**src/rtl/tlpq_pkg.sv**
```systemverilog
`timescale 1ns / 1ps
// Shared types and codes for the two-level priority queue.
// No dependencies; every other file imports this package.
package tlpq_pkg;

  // Operation codes of an input beat
  localparam logic OP_PUSH = 1'b0;
  localparam logic OP_POP  = 1'b1;

  // Queue selection
  localparam logic PRIO_HIGH = 1'b0;
  localparam logic PRIO_LOW  = 1'b1;

  // Result status codes
  localparam logic [1:0] STATUS_DONE  = 2'd0;
  localparam logic [1:0] STATUS_FULL  = 2'd1;
  localparam logic [1:0] STATUS_EMPTY = 2'd2;

  localparam int unsigned FILL_W = 5;

  typedef struct packed {
    logic        op;
    logic [15:0] req_id;
    logic        req_priority;
    logic [31:0] req_payload;
  } in_t;

  typedef struct packed {
    logic [1:0]        status;
    logic [15:0]       served_id;
    logic              served_priority;
    logic [31:0]       served_payload;
    logic              next_valid;
    logic [15:0]       next_id;
    logic              next_priority;
    logic [FILL_W-1:0] high_fill;
    logic [FILL_W-1:0] low_fill;
  } out_t;

  // One stored request
  typedef struct packed {
    logic [15:0] id;
    logic [31:0] payload;
  } entry_t;

  typedef enum logic [1:0] {
    ST_IDLE,
    ST_EXEC,
    ST_PEEK,
    ST_RESP
  } state_e;

  // Controller to datapath commands
  typedef struct packed {
    logic latch;    // take the input beat
    logic exec;     // perform push or pop on the rings
    logic capture;  // register the popped entry
  } dp_cmd_t;

endpackage

```
**src/rtl/tlpq_ring.sv**
```systemverilog
`timescale 1ns / 1ps
// One bounded FIFO ring: entry memory, head/tail pointers and fill count.
// Depends on tlpq_pkg for the entry type.
module tlpq_ring #(
  parameter int unsigned QUEUE_DEPTH = 16,
  localparam int unsigned PTR_W = (QUEUE_DEPTH > 1) ? $clog2(QUEUE_DEPTH) : 1,
  localparam int unsigned CNT_W = $clog2(QUEUE_DEPTH + 1)
) (
  input  logic              clk_i,
  input  logic              rst_ni,
  input  logic              push_i,
  input  logic              pop_i,
  input  tlpq_pkg::entry_t  wdata_i,
  output tlpq_pkg::entry_t  rdata_o,
  output logic              empty_o,
  output logic              full_o,
  output logic [CNT_W-1:0]  count_o
);
  import tlpq_pkg::*;

  localparam logic [PTR_W-1:0] LAST_PTR = PTR_W'(QUEUE_DEPTH - 1);
  localparam logic [CNT_W-1:0] FULL_CNT = CNT_W'(QUEUE_DEPTH);

  entry_t mem_q [QUEUE_DEPTH];
  entry_t rdata_q;

  logic [PTR_W-1:0] head_q, head_d;
  logic [PTR_W-1:0] tail_q, tail_d;
  logic [CNT_W-1:0] count_q, count_d;

  // write at tail; read port always follows the head
  always_ff @(posedge clk_i) begin
    if (push_i) begin
      mem_q[tail_q] <= wdata_i;
    end
    rdata_q <= mem_q[head_q];
  end

  always_comb begin
    head_d  = head_q;
    tail_d  = tail_q;
    count_d = count_q;
    if (push_i) begin
      tail_d = (tail_q == LAST_PTR) ? '0 : tail_q + 1'b1;
    end
    if (pop_i) begin
      head_d = (head_q == LAST_PTR) ? '0 : head_q + 1'b1;
    end
    if (push_i && !pop_i) begin
      count_d = count_q + 1'b1;
    end else if (pop_i && !push_i) begin
      count_d = count_q - 1'b1;
    end
  end

  always_ff @(posedge clk_i or negedge rst_ni) begin
    if (!rst_ni) begin
      head_q  <= '0;
      tail_q  <= '0;
      count_q <= '0;
    end else begin
      head_q  <= head_d;
      tail_q  <= tail_d;
      count_q <= count_d;
    end
  end

  assign rdata_o = rdata_q;
  assign empty_o = (count_q == '0);
  assign full_o  = (count_q == FULL_CNT);
  assign count_o = count_q;

  a_push_not_full: assert property (@(posedge clk_i) disable iff (!rst_ni)
    push_i |-> !full_o)
    else $error("push into a full ring");

  a_pop_not_empty: assert property (@(posedge clk_i) disable iff (!rst_ni)
    pop_i |-> !empty_o)
    else $error("pop from an empty ring");

  a_count_bound: assert property (@(posedge clk_i) disable iff (!rst_ni)
    count_q <= FULL_CNT)
    else $error("ring fill count beyond depth");

endmodule

```
**src/rtl/tlpq_datapath.sv**
```systemverilog
`timescale 1ns / 1ps
// Datapath: input register, the two rings, served-entry registers, result assembly.
// Depends on tlpq_pkg and tlpq_ring.
module tlpq_datapath #(
  parameter int unsigned QUEUE_DEPTH = 16
) (
  input  logic              clk_i,
  input  logic              rst_ni,
  input  tlpq_pkg::dp_cmd_t cmd_i,
  input  tlpq_pkg::in_t     req_i,
  output tlpq_pkg::out_t    res_o
);
  import tlpq_pkg::*;

  localparam int unsigned CNT_W = $clog2(QUEUE_DEPTH + 1);

  in_t              req_q;
  logic [1:0]       status_q, status_d;
  logic             src_q, src_d;      // ring the pop is served from
  logic             hit_q, hit_d;      // pop found an entry
  entry_t           served_q;

  logic             hi_push, hi_pop, lo_push, lo_pop;
  logic             hi_empty, hi_full, lo_empty, lo_full;
  entry_t           hi_rdata, lo_rdata, wdata;
  logic [CNT_W-1:0] hi_count, lo_count;

  assign wdata = '{id: req_q.req_id, payload: req_q.req_payload};

  // decode of the held beat against the ring flags
  always_comb begin
    hi_push  = 1'b0;
    lo_push  = 1'b0;
    hi_pop   = 1'b0;
    lo_pop   = 1'b0;
    status_d = STATUS_DONE;
    src_d    = PRIO_HIGH;
    hit_d    = 1'b0;
    if (req_q.op == OP_PUSH) begin
      if (req_q.req_priority == PRIO_LOW) begin
        if (lo_full) status_d = STATUS_FULL;
        else         lo_push  = cmd_i.exec;
      end else begin
        if (hi_full) status_d = STATUS_FULL;
        else         hi_push  = cmd_i.exec;
      end
    end else begin
      if (!hi_empty) begin
        hi_pop = cmd_i.exec;
        hit_d  = 1'b1;
      end else if (!lo_empty) begin
        lo_pop = cmd_i.exec;
        src_d  = PRIO_LOW;
        hit_d  = 1'b1;
      end else begin
        status_d = STATUS_EMPTY;
      end
    end
  end

  tlpq_ring #(.QUEUE_DEPTH(QUEUE_DEPTH)) u_high (
    .clk_i   (clk_i),
    .rst_ni  (rst_ni),
    .push_i  (hi_push),
    .pop_i   (hi_pop),
    .wdata_i (wdata),
    .rdata_o (hi_rdata),
    .empty_o (hi_empty),
    .full_o  (hi_full),
    .count_o (hi_count)
  );

  tlpq_ring #(.QUEUE_DEPTH(QUEUE_DEPTH)) u_low (
    .clk_i   (clk_i),
    .rst_ni  (rst_ni),
    .push_i  (lo_push),
    .pop_i   (lo_pop),
    .wdata_i (wdata),
    .rdata_o (lo_rdata),
    .empty_o (lo_empty),
    .full_o  (lo_full),
    .count_o (lo_count)
  );

  always_ff @(posedge clk_i) begin
    if (cmd_i.latch) begin
      req_q <= req_i;
    end
    if (cmd_i.exec) begin
      status_q <= status_d;
      src_q    <= src_d;
      hit_q    <= hit_d;
    end
    // read data in the cycle after exec is the old head of the served ring
    if (cmd_i.capture) begin
      if (!hit_q)                  served_q <= '0;
      else if (src_q == PRIO_LOW)  served_q <= lo_rdata;
      else                         served_q <= hi_rdata;
    end
  end

  // by the response cycle the read registers hold the new heads
  always_comb begin
    res_o                 = '0;
    res_o.status          = status_q;
    res_o.served_id       = served_q.id;
    res_o.served_payload  = served_q.payload;
    res_o.served_priority = hit_q ? src_q : PRIO_HIGH;
    res_o.high_fill       = FILL_W'(hi_count);
    res_o.low_fill        = FILL_W'(lo_count);
    if (!hi_empty) begin
      res_o.next_valid    = 1'b1;
      res_o.next_id       = hi_rdata.id;
      res_o.next_priority = PRIO_HIGH;
    end else if (!lo_empty) begin
      res_o.next_valid    = 1'b1;
      res_o.next_id       = lo_rdata.id;
      res_o.next_priority = PRIO_LOW;
    end
  end

endmodule

```
**src/rtl/tlpq_ctrl.sv**
```systemverilog
`timescale 1ns / 1ps
// Sequencer: steps each beat through exec, peek and response cycles.
// Depends on tlpq_pkg for the state and command types.
module tlpq_ctrl (
  input  logic              clk_i,
  input  logic              rst_ni,
  input  logic              start,
  output logic              busy,
  output logic              done_o,
  output tlpq_pkg::dp_cmd_t cmd_o
);
  import tlpq_pkg::*;

  state_e state_q, state_d;
  logic   take;

  assign take = start && !busy;

  always_comb begin
    state_d = state_q;
    case (state_q)
      ST_IDLE: begin
        if (take) state_d = ST_EXEC;
      end
      ST_EXEC: state_d = ST_PEEK;
      ST_PEEK: state_d = ST_RESP;
      ST_RESP: begin
        state_d = take ? ST_EXEC : ST_IDLE;
      end
      default: state_d = ST_IDLE;
    endcase
  end

  always_comb begin
    busy          = (state_q == ST_EXEC) || (state_q == ST_PEEK);
    done_o        = (state_q == ST_RESP);
    cmd_o.latch   = take;
    cmd_o.exec    = (state_q == ST_EXEC);
    cmd_o.capture = (state_q == ST_PEEK);
  end

  always_ff @(posedge clk_i or negedge rst_ni) begin
    if (!rst_ni) begin
      state_q <= ST_IDLE;
    end else begin
      state_q <= state_d;
    end
  end

endmodule

```
**src/rtl/two_level_priority_queue_unit.sv**
```systemverilog
`timescale 1ns / 1ps
// Top level of the two-level strict-priority request queue.
// Depends on tlpq_pkg, tlpq_ctrl, tlpq_datapath (and tlpq_ring below it).
//
//   channel  | ports                  | handshake
//   ---------+------------------------+-----------------------------------
//   request  | req_i (in_t)           | beat taken when start && !busy
//   result   | res_o (out_t)          | one cycle, marked by done_o
//
// Each beat steps through exec (ring update and head read), peek
// (popped entry captured, new head read) and response. The registered
// memory read port of each ring is why the peek step is needed. A new
// beat may be taken in the response cycle, but not in exec or peek.
// Reset clears pointers, fill counts and the sequencer; entry memories are
// not cleared. The result is shown for exactly one cycle and cannot stall.
module two_level_priority_queue_unit #(
  parameter int unsigned QUEUE_DEPTH = 16
) (
  input  logic           clk_i,
  input  logic           rst_ni,
  input  logic           start,
  output logic           busy,
  input  tlpq_pkg::in_t  req_i,
  output logic           done_o,
  output tlpq_pkg::out_t res_o
);
  import tlpq_pkg::*;

  dp_cmd_t cmd;

  // sequencer: owns the handshake and times the datapath
  tlpq_ctrl u_ctrl (
    .clk_i  (clk_i),
    .rst_ni (rst_ni),
    .start  (start),
    .busy   (busy),
    .done_o (done_o),
    .cmd_o  (cmd)
  );

  // datapath: both rings and the result registers
  tlpq_datapath #(.QUEUE_DEPTH(QUEUE_DEPTH)) u_dp (
    .clk_i  (clk_i),
    .rst_ni (rst_ni),
    .cmd_i  (cmd),
    .req_i  (req_i),
    .res_o  (res_o)
  );

  // a taken beat always makes the unit busy next cycle
  a_take_busy: assert property (@(posedge clk_i) disable iff (!rst_ni)
    (start && !busy) |=> busy)
    else $error("beat taken but unit not busy");

  // one result per beat: never two strobes in a row
  a_done_single: assert property (@(posedge clk_i) disable iff (!rst_ni)
    done_o |=> !done_o)
    else $error("result strobe held over two cycles");

  // result in the response step, after exec and peek
  a_done_timing: assert property (@(posedge clk_i) disable iff (!rst_ni)
    cmd.exec |=> ##1 done_o)
    else $error("result strobe out of step with exec");

endmodule
```
**config.mk**
```make
export PLATFORM = sky130hd
export DESIGN_NAME = two_level_priority_queue_unit
export DESIGN_NICKNAME = d
export VERILOG_FILES = /design/src/rtl/tlpq_pkg.sv /design/src/rtl/tlpq_ring.sv /design/src/rtl/tlpq_datapath.sv /design/src/rtl/tlpq_ctrl.sv /design/src/rtl/two_level_priority_queue_unit.sv
export SDC_FILE = /design/constraint.sdc
export NUM_CORES = 2
export LEC_CHECK = 0
export BUFFER_PORTS_ARGS = -buffer_cell sky130_fd_sc_hd__buf_2
export CAP_MARGIN = 0
export CELL_PAD_IN_SITES_DETAIL_PLACEMENT = 1
export CELL_PAD_IN_SITES_GLOBAL_PLACEMENT = 2
export CORE_ASPECT_RATIO = 1.25
export CORE_MARGIN = 2
export CORE_UTILIZATION = 40
export DETAILED_ROUTE_END_ITERATION = 16
export PLACE_DENSITY_LB_ADDON = 0.1
export SLEW_MARGIN = 20
export SYNTH_ARGS = -nofsm -noshare
export SYNTH_HDL_FRONTEND = slang
export SYNTH_SLANG_ARGS = --single-unit
```
**constraint.sdc**
```tcl
create_clock -name clk_i -period 4.18 [get_ports clk_i]
set_input_delay 0.836 -clock clk_i [delete_from_list [all_inputs] [get_ports clk_i]]
set_output_delay 0.836 -clock clk_i [all_outputs]
set_load 0.01 [all_outputs]
```
### After elaboration in Yosys (flattened, before gate mapping)

Memory sizes are Yosys's and may differ from the RTL's. A register that Yosys moved wholly into a read port is not among the register bits.
Index checks and enable logic that the tools add are counted.

* register bits: 130
* memory bits (writable): 1536
* input port bits: 53
* output and inout port bits: 81
* logic and storage cells: 91
* memories kept: 2

* $add $sub $neg: 8
* equality and inequality tests: 10
* muxes and demuxes: 38
* reduce and logical (&&, ||, !) cells: 17

Memories
* u_dp.u_high.mem_q: words 16, bits a word 48, read ports 1, clocked after memory_dff 1, wr ports 1, line tlpq_ring.sv:24 `entry_t mem_q [QUEUE_DEPTH];`
* u_dp.u_low.mem_q: words 16, bits a word 48, read ports 1, clocked after memory_dff 1, wr ports 1, line tlpq_ring.sv:24

Operator list (count)
* $mux W48: 1
* $mux W18: 2
* $mux W1: 21
* $mux W5: 4
* $add A4 B1 Y4 const B: 4
* $eq A4 B4 Y1 const B: 4
* $mux W4: 4
* $add A5 B1 Y5 const B: 2
* $eq A5 B5 Y1 const B: 2
* $logic_not A5 Y1: 2
* $mux W2: 5
* $sub A5 B1 Y5 const B: 2
* $pmux W2 S4: 1
* $logic_and A1 B1 Y1: 5
* $logic_not A1 Y1: 5
* $eq A2 B2 Y1 const B: 2
* $reduce_bool A2 Y1: 2
* $eq A2 B1 Y1 const B: 1
* $logic_not A2 Y1: 1
* $ne A2 B1 Y1 const B: 1
* $reduce_and A2 Y1: 1
* $logic_or A1 B1 Y1: 1

### Depth between registers and ports, before layout

* word-level depth: 8
* depth in mapped cells: 12
* depth with buffers taken out: 12

### Modules after synthesis

From an unflattened synthesis, not the netlist that was laid out.

* cell total of the unflattened synthesis: 3026
* area total of the unflattened synthesis: 66094.6 sq um

Modules (own cells, without submodules)
* tlpq_ring (u_dp.u_low): times used 1, cells an instance 1425, area an instance 31191.2 sq um, seq. area each 24348.4 sq um
* tlpq_ring (u_dp.u_high): times used 1, cells an instance 1328, area an instance 30496.7 sq um, seq. area each 24348.4 sq um
* tlpq_datapath: times used 1, cells an instance 254, area an instance 4216.5 sq um, seq. area each 3062.9 sq um
* tlpq_ctrl: times used 1, cells an instance 19, area an instance 190.2 sq um, seq. area each 50.0 sq um

### Least setup slack after synthesis

OpenSTA, ideal clock, no wires.

* kind: register to register
* from: register u_ctrl.state_q[0]
* to: register u_ctrl.state_q[0]
* setup time: 0.065 ns
* arrival: 3.634 ns
* required time: 4.115 ns
* setup slack: 0.482 ns
* cell stages (with the launch flop): 7
* path buffers: 0
* period minus slack after synthesis: 3.698 ns
* path through: dfrtp_1 -> inv_1 -> ha_1 -> nor2b_1 -> nand2_1 -> a31oi_1 -> o22a_1

* cells in the longest elaborated chain, start to end: 6
* elaborated cells on any way between the ends: 10
* classes of those cells: eq/ne: 4; mux: 2; reduce/logical: 4

Ends and longest elaborated chain
* start: declaration: line tlpq_ctrl.sv:14 `state_e state_q, state_d;`
* start signal: assignment: line tlpq_ctrl.sv:46 `state_q <= state_d;`
* $eq A2 B1 Y1 or $eq A2 B2 Y1 (tied branches): line tlpq_ctrl.sv:35 `busy = (state_q == ST_EXEC) || (state_q == ST_PEEK);`
* $logic_or A1 B1 Y1 (*): line tlpq_ctrl.sv:35
* via busy: line two_level_priority_queue_unit.sv:22 `output logic busy,`
* $logic_not A1 Y1 (*): line tlpq_ctrl.sv:17 `assign take = start && !busy;`
* $logic_and A1 B1 Y1 (*): line tlpq_ctrl.sv:17
* via u_ctrl.take: line tlpq_ctrl.sv:15 `logic take;`
* $mux W1: line tlpq_ctrl.sv:28 `state_d = take ? ST_EXEC : ST_IDLE;`
* $pmux W2 S4: line tlpq_ctrl.sv:21 `case (state_q)`

The timed path passes the listed nets; every way through them passes the cells marked *.
A chain may end at the register's enable or synchronous reset.

==> flow_metrics.py <==
metrics = {
    "run_status": {
        "status": "finished clean",
    },
    "clock_network": {
        "h-tree-depth": 4,
        "cts_buffers": 178,
        "cts_sinks": 1762,
        "post_cts_buffers": 0,
        "clkLatencyLatePin_ns": 0.83,
        "holdBufCountCts": 0,
        "cts-root-buf": "clkbuf_16",
        "clk_pin_slew_ns": 0.06,
        "post_cts_resized": 0,
        "clockBufferDepth": 3,
        "cts_tree": "done",
    },
    "sta": {
        "period_share_pct": 88.4,
        "setup_violations": 0,
        "timing.setup.tns_ns": 0,
        "final-hold-violation-count": 0,
        "fmax_mhz": 271,
        "min_period_ns": 3.70,
        "rsz0062_at_grt": "no",
        "worst_slew_pin_slew_ns": 1.15,
        "report.final.slew_viol_count": 0,
        "finClkSkew_ns": 0.0506,
        "relSlewSlack_pct": 23.1,
    },
    "route": {
        "wl_per_cell_microns": 31.4,
        "wl_met1_microns": 73400,
        "dr.max_layer_used": "met5",
        "viasPerCell": 5.48,
        "drt_iter0_drc": 2540,
        "drtAntennaViolNets": 0,
        "drt_pass1_iterations": 5,
        "route.met2.wl_microns": 92900,
        "drc_errors": 0,
        "wl_met3_microns": 6500,
        "wl_microns": 177000,
        "via_count": 30835,
    },
    "logic_synthesis": {
        "syn_avg_cell_area_sq_um": 22.0,
        "async_flop_share_pct": 1.59,
        "synth_nets": 3062,
        "synthXorXnorAreaFrac_pct": 0.159,
        "ys.warnings.count": 0,
        "synth_largest_area_cell": "edfxtp_1",
        "synth_fa_ha_area_share_pct": 0.361,
        "synth_cell_type_count": 55,
        "netlist_area_sq_mm": 0.0659,
        "netlist_top_cells_area": "edfxtp_1 75%, mux4_2 11%, mux2i_1 3.6%, dfxtp_1 2.9%, a221oi_1 1.3%",
        "ys_ff_latch": 1762,
        "synth_cells": 2990,
        "synth_top_family_by_area": "multiplexers",
        "yosys.area_share.simple_pct": 1.59,
        "synth-edff-count": 1638,
        "netlist.area_leader.share_pct": 74.6,
        "yosysSeqAreaShare_pct": 78.6,
        "post_synth_mux_area_share_pct": 15.2,
        "synthFlopType": "edfxtp_1",
        "synth_compound_area_share_pct": 2.88,
    },
    "setup_path": {
        "critPathCaptureType": "output port",
        "crit_required_ns": 3.34,
        "cp-start-kind": "flop",
        "critPathKind": "reg -> out",
        "startpoint": "u_dp.u_high.count_o[1]$_DFFE_PN0P_",
        "r2r_start": "u_ctrl.state_q[1]$_DFFE_PN0P_",
        "worstPathArrival_ns": 2.86,
        "cp_max_fo": 17,
    },
    "pwr": {
        "irDropWorstVdd_mv": 0.396,
        "p_per_area_mw_per_mm2": 672,
        "p_leak_nw": 24.2,
        "p_total_mw": 50.8,
    },
    "final_layout": {
        "drive_above_1_share_pct": 26.6,
        "fillers": 14904,
        "instances_no_fill": 5629,
        "stdcell_area_sq_mm": 0.0756,
        "syn2layout_area_growth_pct": 14.8,
        "fin_util_pct": 46.2,
        "fin_nets": 3362,
    },
    "placed_design": {
        "gp_congestion": 0.785,
        "io_buffers": 133,
        "dp_hpwl_microns": 113000,
        "dpl.cell_count": 5294,
        "placed_cell_area_sq_mm": 0.0702,
    },
    "worst_hold_path": {
        "min_path_type": "in -> async",
    },
    "grt": {
        "antenna_found_initial": 11,
        "grtUsageTotal_pct": 21.2,
        "grt_pass1_wl_microns": 253000,
        "grt_pass1_vias": 33284,
        "overflow": 0,
        "grt_max_degree": 74,
    },
    "floorplan": {
        "num_io_pins": 134,
        "die_h_microns": 458,
        "dieArea_sq_mm": 0.168,
        "die_x_microns": 367,
        "rows": 166,
        "core_sq_mm": 0.164,
        "start_util_pct": 40.3,
    },
    "flow_run": {
        "maxCapViolCount": 0,
    },
}
==> synth_stat cells, types with 7 or more instances <==
| master | number |
|---|---|
| a21oi_1 | 10 |
| a221oi_1 | 96 |
| a22o_1 | 16 |
| a22oi_1 | 50 |
| and2_1 | 37 |
| buf_1 | 11 |
| buf_2 | 55 |
| buf_4 | 8 |
| clkbuf_1 | 80 |
| dfrtp_1 | 28 |
| dfxtp_1 | 96 |
| edfxtp_1 | 1638 |
| ha_1 | 19 |
| inv_1 | 13 |
| mux2_2 | 7 |
| mux2i_1 | 240 |
| mux4_2 | 336 |
| nand2_1 | 60 |
| nand3_1 | 8 |
| nor2_1 | 9 |
| nor2b_1 | 50 |
| o21ai_0 | 59 |
| xnor2_1 | 9 |
==> per-stage QoR <==
stage | hold slack (ns) | worst slack (ns)
after detailed placement | 0.540 | 0.738
final | 0.130 | 0.485
after floorplan | 0.527 | 0.482
after global placement | 0.529 | 0.796
after CTS | 0.0988 | 0.377
after global routing | 0.132 | 0.236
==> registers in the layout, summed over array words and instances (netlist names) <==
signal,flops
u_ctrl.state_q,2
u_dp.hit_q,1
u_dp.req_q,50
u_dp.res_o,48
u_dp.src_q,1
u_dp.status_q,2
u_dp.u_high.count_o,5
u_dp.u_high.head_q,4
u_dp.u_high.mem_q,768
u_dp.u_high.rdata_o,48
u_dp.u_high.tail_q,4
u_dp.u_low.count_o,5
u_dp.u_low.head_q,4
u_dp.u_low.mem_q,768
u_dp.u_low.rdata_o,48
u_dp.u_low.tail_q,4
==> critical path, cell delays in order, from the launching register on <==
cell and delay [ns]:
dfrtp_1 0.49, nor4_1 0.43, nand2_1 0.11, buf_4 0.23, nor2_2 0.16, buf_4 0.29
a22o_1 0.19, buf_2 0.13
==> worst paths after layout <==
| path | end | slack (ns) | cells past startpoint |
|---|---|---|---|
| max in group asynchronous | u_dp.u_high.head_q[1]$_DFFE_PN0P_ | 3.44 | 1 |
| worst max-delay path | res_o[26] | 0.48 | 7 |
| worst max register to register | u_dp.u_low.mem_q[8][41]$_DFFE_PP_ | 0.71 | 10 |
| min in group clk_i | u_dp.req_q[18]$_DFFE_PP_ | 0.18 | 1 |
| worst min register to register | u_dp.u_low.head_q[2]$_DFFE_PN0P_ | 0.54 | 1 |
| worst min-delay path | u_dp.u_low.head_q[1]$_DFFE_PN0P_ | 0.13 | 1 |
==> placed cells by master, fill, tap and decap left out, types with 4 or more instances in the layout <==
cell type   count
clkbuf_16     179
inv_1          12
nand2_1        60
mux2_2          7
and2_1          4
and2_4         33
ha_1           18
nor3b_1         4
clkinvlp_4      7
mux4_2        336
nand3_1         8
buf_4         116
dfxtp_1        96
nor3_1          5
a22oi_1        50
a22o_1         16
buf_2         133
clkinv_2       34
edfxtp_1     1638
bufinv_16       4
clkbuf_1       43
nor2_1          9
mux2i_1       240
a221oi_1       96
xnor2_1         9
nor2b_1        48
clkinv_8        5
dfrtp_1        20
a21oi_1        10
clkbuf_8        5
inv_6           5
buf_12         28
clkinv_1       44
dfrtp_4         6
o21ai_0        59
==> per-layer routing <==
metal  track usage [%]  vias up
met4              5.75        2
met5                 0        -
li1                  -    13125
met1              27.5    16814
met2              37.4      682
met3              2.91      212
==> kinds of logic after synthesis <==
logic type,after synthesis
fa+ha+maj,19
flops,1762
xor+xnor,12
compound gates,253
buf+inv,170
simple gates,191
mux,583
==> final cells by class <==
type,count,area [sq um],share of cell area (%)
clock inverter,105,764,1.01
inverter,13,48.8,0.0645
sequential,1762,51800,68.5
clock buffer,227,4710,6.23
timing repair buffer,277,2100,2.77
antenna,3,7.51,0.00992
multi-input combinational,1058,13400,17.8
tap,2184,2730,3.61
==> where the power goes <==
group          internal [mW]  leakage (nW)  switching, mW
clock                   8.27          2.67           6.83
combinational           5.09          5.57           7.24
sequential              21.9          15.9           1.47
Power figures use the tool's default switching activity.
